===== src/rtl/zcd_pkg.sv =====
// Shared types, op codes, key constants and the CRC-32 byte step for the zip decrypt unit.
package zcd_pkg;

  localparam logic [1:0] OP_RESTART  = 2'd0;
  localparam logic [1:0] OP_PASSWORD = 2'd1;
  localparam logic [1:0] OP_DECRYPT  = 2'd2;

  localparam logic [31:0] KEY_ZERO_INIT = 32'h1234_5678;
  localparam logic [31:0] KEY_ONE_INIT  = 32'h2345_6789;
  localparam logic [31:0] KEY_TWO_INIT  = 32'h3456_7890;
  localparam logic [31:0] LCG_MULT      = 32'd134775813;
  localparam logic [31:0] CRC_POLY      = 32'hEDB8_8320;

  // Commands from the controller to the datapath, one bit per step.
  typedef struct packed {
    logic load_byte;   // capture data_byte on a transfer
    logic restart;     // load the starting keys
    logic ks_en;       // form keystream byte from key_two
    logic mix_en;      // key_zero CRC step and key_one add
    logic mix_dec;     // mix with ciphertext ^ keystream, load output byte
    logic mult_en;     // key_one linear congruential step
    logic crc2_en;     // key_two CRC step with top byte of key_one
  } dp_cmd_t;

  // Reflected CRC-32 over one byte, bit at a time.
  function automatic logic [31:0] crc_byte_step(input logic [31:0] crc, input logic [7:0] b);
    logic [31:0] r;
    r = crc ^ {24'd0, b};
    for (int i = 0; i < 8; i++) begin
      r = r[0] ? ((r >> 1) ^ CRC_POLY) : (r >> 1);
    end
    return r;
  endfunction

endpackage


===== src/rtl/zip_traditional_stream_decrypt_unit.sv =====
// Top level of the traditional zip cipher byte-stream decryptor.
//
//   channel  direction  handshake             payload
//   in       input      in_valid / in_ready   in_op[1:0], in_data_byte[7:0]
//   out      output     out_valid / out_ready out_plain_byte[7:0]
//
// Restart items finish in idle; password items pass mix, mult and crc2;
// decrypt items pass ks, mix, mult and crc2: the 16x16 keystream multiply,
// key_zero CRC and key_one add, 32x32 key_one multiply, key_two CRC step.
// Synchronous active-low reset loads the starting keys and empties the output.
// The output register holds a byte until its transfer; a decrypt item stalls
// in its mix cycle only while an earlier byte still waits there.
module zip_traditional_stream_decrypt_unit (
  input  logic       clk,
  input  logic       rst_n,
  input  logic       in_valid,
  output logic       in_ready,
  input  logic [1:0] in_op,
  input  logic [7:0] in_data_byte,
  output logic       out_valid,
  input  logic       out_ready,
  output logic [7:0] out_plain_byte
);
  import zcd_pkg::*;

  dp_cmd_t cmd;

  zcd_ctrl u_ctrl (
    .clk       (clk),
    .rst_n     (rst_n),
    .in_valid  (in_valid),
    .in_op     (in_op),
    .in_ready  (in_ready),
    .out_ready (out_ready),
    .out_valid (out_valid),
    .cmd       (cmd)
  );

  zcd_dpath u_dpath (
    .clk            (clk),
    .rst_n          (rst_n),
    .cmd            (cmd),
    .in_data_byte   (in_data_byte),
    .out_plain_byte (out_plain_byte)
  );

endmodule


===== src/rtl/zcd_dpath.sv =====
// Key registers, keystream multiply, key update steps and output byte register.
module zcd_dpath (
  input  logic             clk,
  input  logic             rst_n,
  input  zcd_pkg::dp_cmd_t cmd,
  input  logic [7:0]       in_data_byte,
  output logic [7:0]       out_plain_byte
);
  import zcd_pkg::*;

  logic [31:0] key_zero_r, key_zero_nxt;
  logic [31:0] key_one_r, key_one_nxt;
  logic [31:0] key_two_r, key_two_nxt;
  logic [7:0]  byte_r;
  logic [7:0]  ks_r;
  logic [7:0]  plain_r;
  logic [15:0] ks_t;
  logic [31:0] ks_prod;
  logic [7:0]  mix_byte;

  // t has bit 1 forced high; t ^ 1 flips bit 0
  assign ks_t     = {key_two_r[15:2], 1'b1, key_two_r[0]};
  assign ks_prod  = {16'd0, ks_t} * {16'd0, ks_t ^ 16'd1};
  assign mix_byte = cmd.mix_dec ? (byte_r ^ ks_r) : byte_r;

  always_comb begin
    key_zero_nxt = key_zero_r;
    key_one_nxt  = key_one_r;
    key_two_nxt  = key_two_r;
    if (cmd.restart) begin
      key_zero_nxt = KEY_ZERO_INIT;
      key_one_nxt  = KEY_ONE_INIT;
      key_two_nxt  = KEY_TWO_INIT;
    end else if (cmd.mix_en) begin
      key_zero_nxt = crc_byte_step(key_zero_r, mix_byte);
      key_one_nxt  = key_one_r + {24'd0, key_zero_nxt[7:0]};
    end else if (cmd.mult_en) begin
      key_one_nxt  = key_one_r * LCG_MULT + 32'd1;
    end else if (cmd.crc2_en) begin
      key_two_nxt  = crc_byte_step(key_two_r, key_one_r[31:24]);
    end
  end

  always_ff @(posedge clk) begin
    if (!rst_n) begin
      key_zero_r <= KEY_ZERO_INIT;
      key_one_r  <= KEY_ONE_INIT;
      key_two_r  <= KEY_TWO_INIT;
    end else begin
      key_zero_r <= key_zero_nxt;
      key_one_r  <= key_one_nxt;
      key_two_r  <= key_two_nxt;
    end
  end

  always_ff @(posedge clk) begin
    if (cmd.load_byte) byte_r <= in_data_byte;
    if (cmd.ks_en) ks_r <= ks_prod[15:8];
    if (cmd.mix_en && cmd.mix_dec) plain_r <= mix_byte;
  end

  assign out_plain_byte = plain_r;

endmodule


===== src/rtl/zcd_ctrl.sv =====
// Sequencer for restart, password and decrypt items, plus output valid tracking.
module zcd_ctrl (
  input  logic             clk,
  input  logic             rst_n,
  input  logic             in_valid,
  input  logic [1:0]       in_op,
  output logic             in_ready,
  input  logic             out_ready,
  output logic             out_valid,
  output zcd_pkg::dp_cmd_t cmd
);
  import zcd_pkg::*;

  typedef enum logic [4:0] {
    ST_IDLE = 5'b00001,
    ST_KS   = 5'b00010,
    ST_MIX  = 5'b00100,
    ST_MULT = 5'b01000,
    ST_CRC2 = 5'b10000
  } state_t;

  state_t state_r, state_nxt;
  logic   dec_r, dec_nxt;
  logic   out_valid_r, out_valid_nxt;
  logic   in_xfer;
  logic   mix_go;

  assign in_ready = (state_r == ST_IDLE);
  assign in_xfer  = in_valid && in_ready;
  // a decrypt byte waits in mix until the output register is free
  assign mix_go   = !dec_r || !out_valid_r || out_ready;

  always_comb begin
    state_nxt     = state_r;
    dec_nxt       = dec_r;
    cmd           = '0;
    cmd.load_byte = in_xfer;
    case (state_r)
      ST_IDLE: begin
        if (in_xfer) begin
          case (in_op)
            OP_RESTART:  cmd.restart = 1'b1;
            OP_PASSWORD: begin
              dec_nxt   = 1'b0;
              state_nxt = ST_MIX;
            end
            OP_DECRYPT: begin
              dec_nxt   = 1'b1;
              state_nxt = ST_KS;
            end
            default: ;
          endcase
        end
      end
      ST_KS: begin
        cmd.ks_en = 1'b1;
        state_nxt = ST_MIX;
      end
      ST_MIX: begin
        cmd.mix_dec = dec_r;
        if (mix_go) begin
          cmd.mix_en = 1'b1;
          state_nxt  = ST_MULT;
        end
      end
      ST_MULT: begin
        cmd.mult_en = 1'b1;
        state_nxt   = ST_CRC2;
      end
      ST_CRC2: begin
        cmd.crc2_en = 1'b1;
        state_nxt   = ST_IDLE;
      end
      default: state_nxt = ST_IDLE;
    endcase
  end

  always_comb begin
    if (cmd.mix_en && cmd.mix_dec) out_valid_nxt = 1'b1;
    else if (out_ready)            out_valid_nxt = 1'b0;
    else                           out_valid_nxt = out_valid_r;
  end

  always_ff @(posedge clk) begin
    if (!rst_n) begin
      state_r     <= ST_IDLE;
      dec_r       <= 1'b0;
      out_valid_r <= 1'b0;
    end else begin
      state_r     <= state_nxt;
      dec_r       <= dec_nxt;
      out_valid_r <= out_valid_nxt;
    end
  end

  assign out_valid = out_valid_r;

endmodule


===== config.mk =====
export PLATFORM = sky130hd
export DESIGN_NAME = zip_traditional_stream_decrypt_unit
export DESIGN_NICKNAME = d
export VERILOG_FILES = /design/src/rtl/zcd_pkg.sv /design/src/rtl/zip_traditional_stream_decrypt_unit.sv /design/src/rtl/zcd_dpath.sv /design/src/rtl/zcd_ctrl.sv
export SDC_FILE = /design/constraint.sdc
export NUM_CORES = 1
export LEC_CHECK = 0
export BUFFER_PORTS_ARGS = -buffer_cell sky130_fd_sc_hd__buf_4
export CAP_MARGIN = 20
export CORE_ASPECT_RATIO = 0.5
export CORE_UTILIZATION = 35
export CTS_CLUSTER_DIAMETER = 150
export CTS_CLUSTER_SIZE = 28
export DETAILED_ROUTE_END_ITERATION = 10
export MAX_ROUTING_LAYER = met4
export PLACE_DENSITY = 0.61
export SLEW_MARGIN = 15
export SYNTH_ARGS = -nofsm -noshare
export SYNTH_HDL_FRONTEND = slang
export SYNTH_SLANG_ARGS = --single-unit

===== constraint.sdc =====
create_clock -name clk -period 6.4 [get_ports clk]
set_input_delay 0.32 -clock clk [delete_from_list [all_inputs] [get_ports clk]]
set_output_delay 0.32 -clock clk [all_outputs]
set_load 0.01 [all_outputs]

After elaboration in Yosys (flattened, before gate mapping)
Cells that the tools add are included.

operators by class
  $add $sub $neg = 2
  multiply operators = 2
  equal/unequal tests = 10
  muxes and demuxes = 34
  bitwise gates (word level) = 23
  reductions and logical operators = 14

operator list
  kind                    number
  $mux 32                 18
  $not 13->14             16
  $xor 32x8->32           2
  $add 32x1->32 const B   1
  $add 32x8->32           1
  $mul 32x28->32 const B  1
  $pmux 5 s4              1
  $mul 16x16->16          1
  $mux 5                  2
  $pmux 5 s2              1
  $mux 1                  9
  $reduce_and 3->1        3
  $mux 8                  1
  $xor 8x8->8             1
  $reduce_bool 2->1       3
  $eq 5x1->1 const B      1
  $eq 5x2->1 const B      1
  $eq 5x3->1 const B      1
  $eq 5x4->1 const B      1
  $eq 5x5->1 const B      1
  $not 1->1               4
  $ne 3x3->1 const B      1
  $eq 2x1->1 const B      1
  $eq 2x2->1 const B      1
  other kinds (9)         12

word-level totals
  flip-flop bits (word level) = 127
  input port bits = 14
  output and inout bits = 10
  word-level logic and storage cells = 94

Logic depth before layout (Yosys ltp)
Gate-level depths: netlist (run 1).

  depth after elaboration = 25
  gate-level depth with buffers = 22

Hierarchy
A second synthesis (run 1) with hierarchy kept.

second synthesis, totals
  cells, all modules = 1526
  area total of the unflattened synthesis = 14061.0 um2

by module, submodules not included
  module     times used  cells an instance  area an instance (um2)
  zcd_dpath  1           1471               13576.8
  zcd_ctrl   1           55                 484.2

Worst setup path before layout (run 1)
No wires, ideal clock.

  kind = register to register
  start = register u_dpath.key_two_r[2]
  end = register u_dpath.ks_r[7], data pin
  setup time = 0.260 ns
  arrival time = 5.113 ns
  data required time = 6.140 ns
  path slack = 1.027 ns
  stages on the path, launching flop included = 21
  period minus slack after synthesis = 5.373 ns
  path through = dfxtp_1 > clkbuf_1 > nand2_1 > inv_1 > fa_1 > inv_1 > fa_1 > inv_1 > fa_1 > inv_1 > fa_1 > inv_1 > fa_1 > inv_1 > fa_1 > inv_1 > ha_1 > and3_1 > a211oi_1 > o21ai_0 > xnor2_1

between the ends
  longest elaborated chain between the ends = 1

ends and longest elaborated chain
  what                           RTL line         RTL
  from (decl)                    zcd_dpath.sv:13  logic [31:0] key_two_r, key_two_nxt;
  from (signal assigned)         zcd_dpath.sv:52  key_two_r <= key_two_nxt;
  $mul 16x16->16                 zcd_dpath.sv:23  assign ks_prod = {16'd0, ks_t} * {16'd0, ks_t ^ 16'd1};
  named net u_dpath.ks_prod[15]  zcd_dpath.sv:18  logic [31:0] ks_prod;
  to (signal assigned)           zcd_dpath.sv:58  if (cmd.ks_en) ks_r <= ks_prod[15:8];
  to (decl)                      zcd_dpath.sv:15  logic [7:0] ks_r;

The timed path passes the listed nets, and every way through them passes these cells.
A chain may end at the register's enable or synchronous reset.

Final worst setup path (run 1)
  start = register u_dpath.key_two_r[3]
  end = register u_dpath.ks_r[6], data pin

Same word-level chain as after synthesis.

==> results.toml, run 1 <==
[status]
status = "finished, final reports clean"

[global_routing]
grt_pass1_vias = 10051
grt_antenna_before_repair = 0
grt_usage = 0.175
grt_start_max_net_pins = 51
grt-ovfl-total = 0
grt_pass1_wl_um = 53400

[place]
hpwl_um = 24600
pre_cts_slack_ns = 0.734
port_buffers = 23
dp.cells = 2014
place.gp.congestion = 0.849

[finish]
ff_latch_area_mm2 = 0.00278
diodes = 0
nets = 1817
final-instance-count-excl-fill = 2046
n_fill_cell = 3836
area_growth_syn_to_layout_pct = 10.0
final_util = 0.398
drive_gt1_frac = 0.0734
multi_input_area_mm2 = 0.00990

[power]
power.leakage_uw = 0.00695
p_int_uw = 2020
p_sw_frac = 0.364
power_uw = 3180
switchingPower_uw = 1160
clockPowerShare = 0.321
power_density_mw_per_mm2 = 210
seqPwrFrac = 0.276
peakVddDrop_v = 0.000172
combPwrFrac = 0.403

[setup_path]
crit_chain = "inv_1 > nor2_1 > fa_1 > inv_1 > fa_1 > inv_1 > fa_1 > inv_1 > fa_1 > inv_1 > fa_1 > inv_1 > fa_1 > inv_1 > ha_1 > and3_1 > a211oi_1 > inv_1 > a21oi_1 > xnor2_1"
cp-start-kind = "register"
crit_path_end_kind = "register"
path_class = "reg -> reg"
rrSetupSlack_ns = 0.77
slowest_stage = "fa_1"
cp_common_cell = "inv_1"
crit_path_max_incr_delay_ns = 0.53
cp.arrival_ns = 5.80
required_ns = 6.57
cp_max_fo = 12

[die]
rows = 50
die-area_mm2 = 0.0402
die_h_um = 142
num_io_pins = 24
fp.coreArea_mm2 = 0.0381
start_util = 0.362
die_w_um = 283

[yosys]
ys_top_cells_by_area = "fa_1, ha_1, dfxtp_1"
ys_warn_count = 0
async_flop_share = 0
synthFlopType = "dfxtp_1"
synthesis.area_mm2 = 0.0138
synth_top_area_frac = 0.171
ys_types = 68
synth_edf_count = 24
ys_ff_latch = 127
syn_inst = 1503
synth_area_leader_cell = "fa_1"
synth_fp_nets = 1807
yosysSeqAreaShare = 0.202
postSynthAreaPerCell_um2 = 9.17

[timing]
period_needed_ns = 5.63
hold_violations = 0
tns_ns = 0
drv_slew = 0
tightest_slew_ns = 1.03
finClkSkew_ns = 0.00888
setup_viol = 0
max_freq_mhz = 178
rsz0062_at_grt = "no"
slew_headroom = 0.310
post-route-period-util = 0.880
setup_slack_ns = 0.769

[route]
remaining_drc_errors = 0
postRouteAntennaNets = 0
avgViaCountPerCell = 4.88
drt_wl_total_um = 32200
wl_per_cell_um = 15.7
drt-initial-drc-count = 504
drtPass1Iterations = 7
vias = 9976

[cts]
post_cts_resized = 0
post_cts_buffers = 0
clkLatencyLatePin_ns = 0.42
htreeDepth = 4
numClockSinks = 127
max-clock-path-buffers = 2
cts_inserted_buffers = 17
clock-root-buffer = "clkbuf_16"
tritoncts = "built"
hold_buffers = 0
clkTransAtPathRegs_ns = 0.06

[hold_path]
worstHoldPathType = "in -> reg"

[flow_run]
cap_violations = 0
cell usage after synthesis (6+ instances only):
library cell  number
xor2_1            61
and3_1            13
nand2b_1           9
edfxtp_1          24
and2_1            18
o21ai_1           20
a21o_1            21
xnor2_1          127
inv_1            243
nor2_1            73
clkbuf_1          39
o211ai_1          23
a211oi_1          25
ha_1             172
fa_1             118
nand3_1           30
a311oi_1           7
buf_2              8
nand4_1            6
o21ai_0           29
dfxtp_1          103
nor3_1            18
xnor2_2           12
nand2_1          122
a31oi_1            8
nor2b_1            7
a21oi_1           72
state kept, by name, summed over array words and instances (netlist names):
| signal | cells |
|---|---|
| u_dpath.key_two_r | 32 |
| u_dpath.byte_r | 8 |
| u_ctrl.state_r | 5 |
| u_ctrl.out_valid | 1 |
| u_dpath.out_plain_byte | 8 |
| u_ctrl.dec_r | 1 |
| u_dpath.ks_r | 8 |
| u_dpath.key_one_r | 32 |
| u_dpath.key_zero_r | 32 |
logic make-up (layout without fill, tap and decap cells):
logic type      count (synthesis)  after routing  synth area share
buf+inv                       293            316            0.0810
other cells                     1              1          0.000272
xor+xnor                      213            213             0.153
compound gates                247            247             0.116
flops                         127            127             0.202
simple gates                  329            329             0.118
fa+ha+maj                     290            290             0.327
mux                             3              3           0.00218
area by class of cell:
cell class | instances | area share
multi-input cells | 1083 | 0.653
flip-flops and latches | 127 | 0.183
inverters | 243 | 0.0601
well taps | 520 | 0.0429
clock buffers | 20 | 0.0301
repair buffers | 41 | 0.0203
clock inverters | 12 | 0.0102
final timing paths:
| path | from | to | cells after the start |
|---|---|---|---|
| setup / recovery | u_dpath.key_two_r[3] | u_dpath.ks_r[6] | 20 |
| setup reg to reg | u_dpath.key_two_r[3] | u_dpath.ks_r[6] | 20 |
| hold / removal | in_data_byte[6] | u_dpath.byte_r[6] | 1 |
| hold reg to reg | u_dpath.key_two_r[1] | u_dpath.key_two_r[1] | 2 |
per-layer routing:
metal / wire length, µm / GRT usage / part of all wire / vias up
met4: 682 / 0.0506 / 0.021 / 0
met3: 1130 / 0.0204 / 0.035 / 38
met1: 15700 / 0.234 / 0.49 / 4821
li1: - / - / - / 4965
met2: 14700 / 0.279 / 0.46 / 152
met5: 0 / - / 0 / -
critical path, delay by kind of cell (launching register included):
kind | cells | cell delay [ns]
buffers and inverters | 8 | 0.63
AO/OA/AOI/OAI | 2 | 0.59
AND/OR/NAND/NOR | 2 | 0.31
adder cells (fa/ha/maj) | 7 | 3.30
flip-flops | 1 | 0.48
XOR/XNOR | 1 | 0.09
power by group through the flow:
| stage | sequential, µW | combinational (µW) | clock (µW) |
|---|---|---|---|
| 6_report | 877 | 1280 | 1020 |
| 3_5_place_dp | 894 | 1270 | 0 |
| 5_1_grt | 880 | 1440 | 1070 |
| 4_1_cts | 877 | 1290 | 1040 |
| 2_1_floorplan | 882 | 1010 | 0 |
| 3_3_place_gp | 894 | 1270 | 0 |
cells in the final DEF, fill, tap and decap left out, types with 20 or more instances in the layout:
cell type,count
ha_1,172
nand3_1,30
nand2_1,121
a21oi_1,72
nor2_1,73
o21ai_1,20
a21o_1,21
o211ai_1,23
dfxtp_1,103
xor2_1,61
xnor2_1,127
edfxtp_1,24
a211oi_1,25
buf_4,41
o21ai_0,29
fa_1,118
inv_1,243
per-stage QoR:
| step | hold WS, ns | instance area (µm²) |
|---|---|---|
| final | 0.0743 | 15200 |
| after global routing | 0.0547 | 15200 |
| after CTS | 0.0584 | 15200 |
| after detailed placement | 0.460 | 14600 |
| after global placement | 0.453 | 14600 |
| after floorplan | 0.419 | 13800 |
Power figures use the tool's default switching activity.
==> inputs of run 2 (changes only) <==
- CTS_BUF_LIST: default -> sky130_fd_sc_hd__clkbuf_2 sky130_fd_sc_hd__clkbuf_4 sky130_fd_sc_hd__clkbuf_8
- PLACE_DENSITY: 0.61 -> 0.63
- clock period: 6.4 -> 5.1 ns (I/O delays scaled with it)
==> run 2 against run 1 <==
Total power grew 16%. Worst hold slack lost 0.026 ns. Sequential power grew 24%. Critical endpoint unchanged.
==> results.toml, run 2 (synthesis gave the netlist of run 1 again) <==
[global_routing]
grt_pass1_wl_um = 53700
grt_start_max_net_pins = 40
grt_usage = 0.174
grt_antenna_before_repair = 0
grt_pass1_vias = 10405
grt-ovfl-total = 0

[die]
num_io_pins = 24
die_w_um = 283
start_util = 0.362
rows = 50
fp.coreArea_mm2 = 0.0381
die-area_mm2 = 0.0402
die_h_um = 142

[route]
wl_per_cell_um = 15.4
remaining_drc_errors = 0
drtPass1Iterations = 5
vias = 10378
drt-initial-drc-count = 614
drt_wl_total_um = 32400
postRouteAntennaNets = 0
avgViaCountPerCell = 4.93

[timing]
tns_ns = 0
finClkSkew_ns = 0.0172
max_freq_mhz = 203
slew_headroom = 0.412
post-route-period-util = 0.966
hold_violations = 0
drv_slew = 0
tightest_slew_ns = 0.875
setup_viol = 0
period_needed_ns = 4.92

[finish]
drive_gt1_frac = 0.123
area_growth_syn_to_layout_pct = 12.9
diodes = 0
design_area_mm2 = 0.0156
final_common_cell = "inv_1"
nets = 1878
final_cell_mix = "inv_1, ha_1, xnor2_1"
reg_top3 = "u_dpath.key_one_r (32), u_dpath.key_two_r (32), u_dpath.key_zero_r (32)"

[cts]
htreeDepth = 4
clkLatencyLatePin_ns = 0.47
clock-root-buffer = "clkbuf_8"
clkTransAtPathRegs_ns = 0.09
tritoncts = "built"
numClockSinks = 127
max-clock-path-buffers = 2
cts_inserted_buffers = 17

[setup_path]
crit_path_end_kind = "register"
required_ns = 5.31
r2r_start = "u_dpath.key_two_r[2]"
cp-start-kind = "register"
cp.arrival_ns = 5.13
path_class = "reg -> reg"
rr_worst_depth = 20
r2r_end = "u_dpath.ks_r[6]"
cp_max_fo = 7
rrSetupSlack_ns = 0.18

[place]
hpwl_um = 25400
place.gp.congestion = 0.860
place_area_mm2 = 0.0149
port_buffers = 23

[status]
status = "finished, final reports clean"

[hold_path]
worstHoldStart = "rst_n"
worstHoldPathType = "in -> reg"
hold_path_depth = 2
min_to = "u_ctrl.out_valid"

[power]
combPwrFrac = 0.449
p_sw_frac = 0.400
clockPowerShare = 0.257
peakVddDrop_v = 0.000174
power.leakage_uw = 0.00715
p_int_uw = 2220
power_uw = 3700
power_density_mw_per_mm2 = 238
switchingPower_uw = 1480
seqPwrFrac = 0.293

[flow_run]
cap_violations = 0
run 2: cell types whose count changed in the layout (fill, tap and decap cells not counted), moves of 6 or more:
cell | previous run | this run
buf_4 | 41 | 92
clkbuf_16 | 17 | 0
clkbuf_8 | 2 | 17
dlygate4sd3_1 | 0 | 8
inv_1 | 243 | 236
inv_2 | 0 | 6
run 2: critical path: stages (launching register included):
cell and delay [ns]:
dfxtp_4 0.39, nand2_2 0.07, inv_1 0.05, fa_1 0.49
inv_1 0.05, fa_1 0.51, inv_2 0.04, fa_1 0.49
inv_2 0.04, fa_1 0.49, inv_2 0.04, fa_1 0.47
inv_1 0.05, fa_1 0.51, inv_2 0.05, ha_4 0.23
and3_4 0.18, a211oi_4 0.23, inv_1 0.08, a21oi_2 0.13
xnor2_1 0.08
run 2: area by class of cell:
cell class / count / area, µm²
fillers: 3786 / 22500
multi-input cells: 1083 / 9980
flip-flops and latches: 127 / 2800
inverters: 243 / 915
repair buffers: 102 / 811
well taps: 520 / 651
clock buffers: 17 / 234
clock inverters: 15 / 174
run 2: repair_timing:
| item | CTS | global route |
|---|---|---|
| gates resized for setup | 0 | 31 |
| hold buffers | 8 | 0 |
| setup buffers | 0 | 7 |
| endpoints found under the setup margin | 0 | 4 |
| hold endpoints to repair | 8 | 0 |
run 2: how the worst max path moves through the flow:
| stage | startpoint | slack [ns] | endpoint |
|---|---|---|---|
| 2_1_floorplan | u_dpath.key_two_r[5] | 0.01 | u_dpath.ks_r[6] |
| 3_3_place_gp | u_dpath.key_two_r[2] | 0.06 | u_dpath.ks_r[6] |
| 3_5_place_dp | u_dpath.key_two_r[2] | 0.002 | u_dpath.ks_r[6] |
| 4_1_cts | u_dpath.key_two_r[3] | 0.009 | u_dpath.ks_r[6] |
| 5_1_grt | u_dpath.key_two_r[4] | -0.03 | u_dpath.ks_r[6] |
| 6_report | u_dpath.key_two_r[2] | 0.18 | u_dpath.ks_r[6] |
run 2: power groups by stage:
stage | registers [µW] | clock network [µW] | logic [µW]
final | 1090 | 952 | 1660
after global routing | 1090 | 1010 | 1860
after CTS | 1090 | 966 | 1660
after detailed placement | 1110 | 0 | 1640
after global placement | 1110 | 0 | 1640
after floorplan | 1110 | 0 | 1270
run 2: stage by stage:
step | utilization | hold WS, ns | instances | worst slack (ns)
final | 0.409 | 0.0480 | 2107 | 0.176
after detailed placement | 0.392 | 0.435 | 2060 | 0.00151
after CTS | 0.405 | 0.0222 | 2100 | 0.00937
after global routing | 0.409 | 0.0316 | 2107 | -0.0292
after global placement | 0.392 | 0.436 | 2060 | 0.0642
after floorplan | - | 0.354 | 1503 | 0.0117
run 2: metal layers:
layer  vias up  part of all wire  GRT usage
met5         -                 0          -
met4         0             0.011     0.0356
met3        24             0.050     0.0245
met2       222              0.46      0.281
met1      5029              0.48      0.233
li1       5103                 -          -
==> inputs of run 3 (changes only) <==
- CELL_PAD_IN_SITES_DETAIL_PLACEMENT: default -> 0
- CELL_PAD_IN_SITES_GLOBAL_PLACEMENT: default -> 1
- HOLD_SLACK_MARGIN: default -> 0.05
- PLACE_DENSITY: 0.63 -> 0.74
==> run 3 against run 2 <==
Cell area is 0.48% lower. Total power shrank 2.1%. Non-clock buffer count is 1 lower. Fmax fell by 1.5%. Via count is 1.8% lower. Critical endpoint unchanged.
==> results.toml, run 3 (synthesis gave the netlist of run 1 again) <==
[status]
status = "finished, final reports clean"

[global_routing]
grt_usage = 0.181
grt_pass1_vias = 10392
grt_antenna_before_repair = 0
grt-ovfl-total = 0
grt_pass1_wl_um = 55200
grt_start_max_net_pins = 51

[setup_path]
cp.arrival_ns = 5.24
path_class = "reg -> reg"
crit_chain = "nand2_4 > inv_2 > fa_1 > inv_2 > fa_1 > inv_1 > fa_1 > inv_2 > fa_1 > inv_2 > fa_1 > inv_1 > fa_1 > inv_2 > ha_4 > nand3_1 > nand2_2 > a211oi_4 > inv_1 > a21oi_2 > xnor2_1"
cp_max_fo = 6
slowest_stage = "fa_1"
rr_worst_depth = 21
crit_path_max_incr_delay_ns = 0.55
cp-start-kind = "register"
r2r_start = "u_dpath.key_two_r[2]"
startpoint = "u_dpath.key_two_r[2]"
rrSetupSlack_ns = 0.10
required_ns = 5.34
crit_path_end_kind = "register"
r2r_end = "u_dpath.ks_r[6]"
cp_common_cell = "fa_1"

[cts]
max-clock-path-buffers = 2
clkLatencyLatePin_ns = 0.49
clkTransAtPathRegs_ns = 0.08
cts_inserted_buffers = 17
numClockSinks = 127
tritoncts = "built"
htreeDepth = 4
clock-root-buffer = "clkbuf_8"

[route]
drt_wl_total_um = 33000
drt-initial-drc-count = 496
vias = 10187
drtPass1Iterations = 5
avgViaCountPerCell = 4.84
remaining_drc_errors = 0
postRouteAntennaNets = 0
wl_per_cell_um = 15.7

[die]
fp.coreArea_mm2 = 0.0381
num_io_pins = 24
die_w_um = 283
die-area_mm2 = 0.0402
rows = 50
start_util = 0.362
die_h_um = 142

[power]
power_density_mw_per_mm2 = 234
switchingPower_uw = 1500
seqPwrFrac = 0.300
power.leakage_uw = 0.00713
p_sw_frac = 0.414
peakVddDrop_v = 0.000183
clockPowerShare = 0.236
p_int_uw = 2120
combPwrFrac = 0.465

[timing]
period_needed_ns = 5.00
setup_slack_ns = 0.103
tns_ns = 0
post-route-period-util = 0.980
rsz0062_at_grt = "yes"
setup_viol = 0
drv_slew = 0
finClkSkew_ns = 0.0208
max_freq_mhz = 200
hold_violations = 0
tightest_slew_ns = 1.05
slew_headroom = 0.295

[finish]
drive_gt1_frac = 0.122
nets = 1877
n_fill_cell = 3834
area_growth_syn_to_layout_pct = 12.3
final_cell_mix = "inv_1, ha_1, xnor2_1"
final_util = 0.407
design_area_mm2 = 0.0155
reg_top3 = "u_dpath.key_one_r (32), u_dpath.key_two_r (32), u_dpath.key_zero_r (32)"
diodes = 0
final_common_cell = "inv_1"

[place]
port_buffers = 23
pre_cts_slack_ns = 0.0559
place_area_mm2 = 0.0149
hpwl_um = 25900
place.gp.congestion = 0.853

[hold_path]
min_to = "u_ctrl.state_r[1]"
worstHoldPathType = "in -> reg"
worstHoldStart = "in_op[1]"
hold_path_depth = 4

[flow_run]
cap_violations = 0
==> run 3: what timing repair did <==
action / CTS / global route
hold endpoints to repair: 11 / 0
resized for setup: 0 / 29
hold buffers: 9 / 0
setup buffers: 0 / 5
endpoints found under the setup margin: 0 / 4
==> run 3: cell type report <==
type,instances,area [µm²],share of cell area
clock buffer,17,234,0.0151
clock inverter,15,128,0.00824
inverter,243,912,0.0589
multi-input combinational,1083,9990,0.645
sequential,127,2800,0.181
tap,520,651,0.0420
timing repair buffer,101,781,0.0504
==> run 3: worst max-delay path: cells and delay by family, from the launching register on <==
family | cells | cell delay, ns
AND/OR/NAND/NOR | 3 | 0.24
XOR/XNOR | 1 | 0.08
buffers and inverters | 8 | 0.40
AO/OA/AOI/OAI | 2 | 0.37
adder cells (fa/ha/maj) | 7 | 3.29
flip-flops | 1 | 0.38
==> run 3: worst max-delay path by stage <==
| stage | endpoint | slack (ns) | cells after the start |
|---|---|---|---|
| floorplan | u_dpath.ks_r[6] | 0.01 | 19 |
| finish | u_dpath.ks_r[6] | 0.10 | 21 |
| global route | u_dpath.ks_r[6] | -0.04 | 21 |
| global placement | u_dpath.ks_r[6] | 0.10 | 20 |
| detailed placement | u_dpath.ks_r[6] | 0.06 | 20 |
| CTS | u_dpath.ks_r[6] | 0.05 | 20 |
==> run 3: through the flow <==
stage,std cells,power [µW],hold slack [ns]
after global routing,2106,3900,0.186
after CTS,2101,3650,0.137
after floorplan,1503,2380,0.354
after global placement,2060,2770,0.434
final,2106,3630,0.163
after detailed placement,2060,2770,0.435
==> run 3: metal layers <==
layer  vias to the layer above  track usage  part of all wire
li1                       5085            -                 -
met1                      4917        0.245              0.49
met2                       150        0.287              0.45
met3                        35       0.0228             0.038
met4                         0       0.0469             0.016
met5                         -            -                 0
==> run 3: power by group through the flow <==
stage | clock, µW | combinational, µW | sequential, µW
finish | 855 | 1680 | 1090
global route | 925 | 1880 | 1090
CTS | 883 | 1680 | 1090
detailed placement | 0 | 1660 | 1110
global placement | 0 | 1660 | 1110
floorplan | 0 | 1270 | 1110
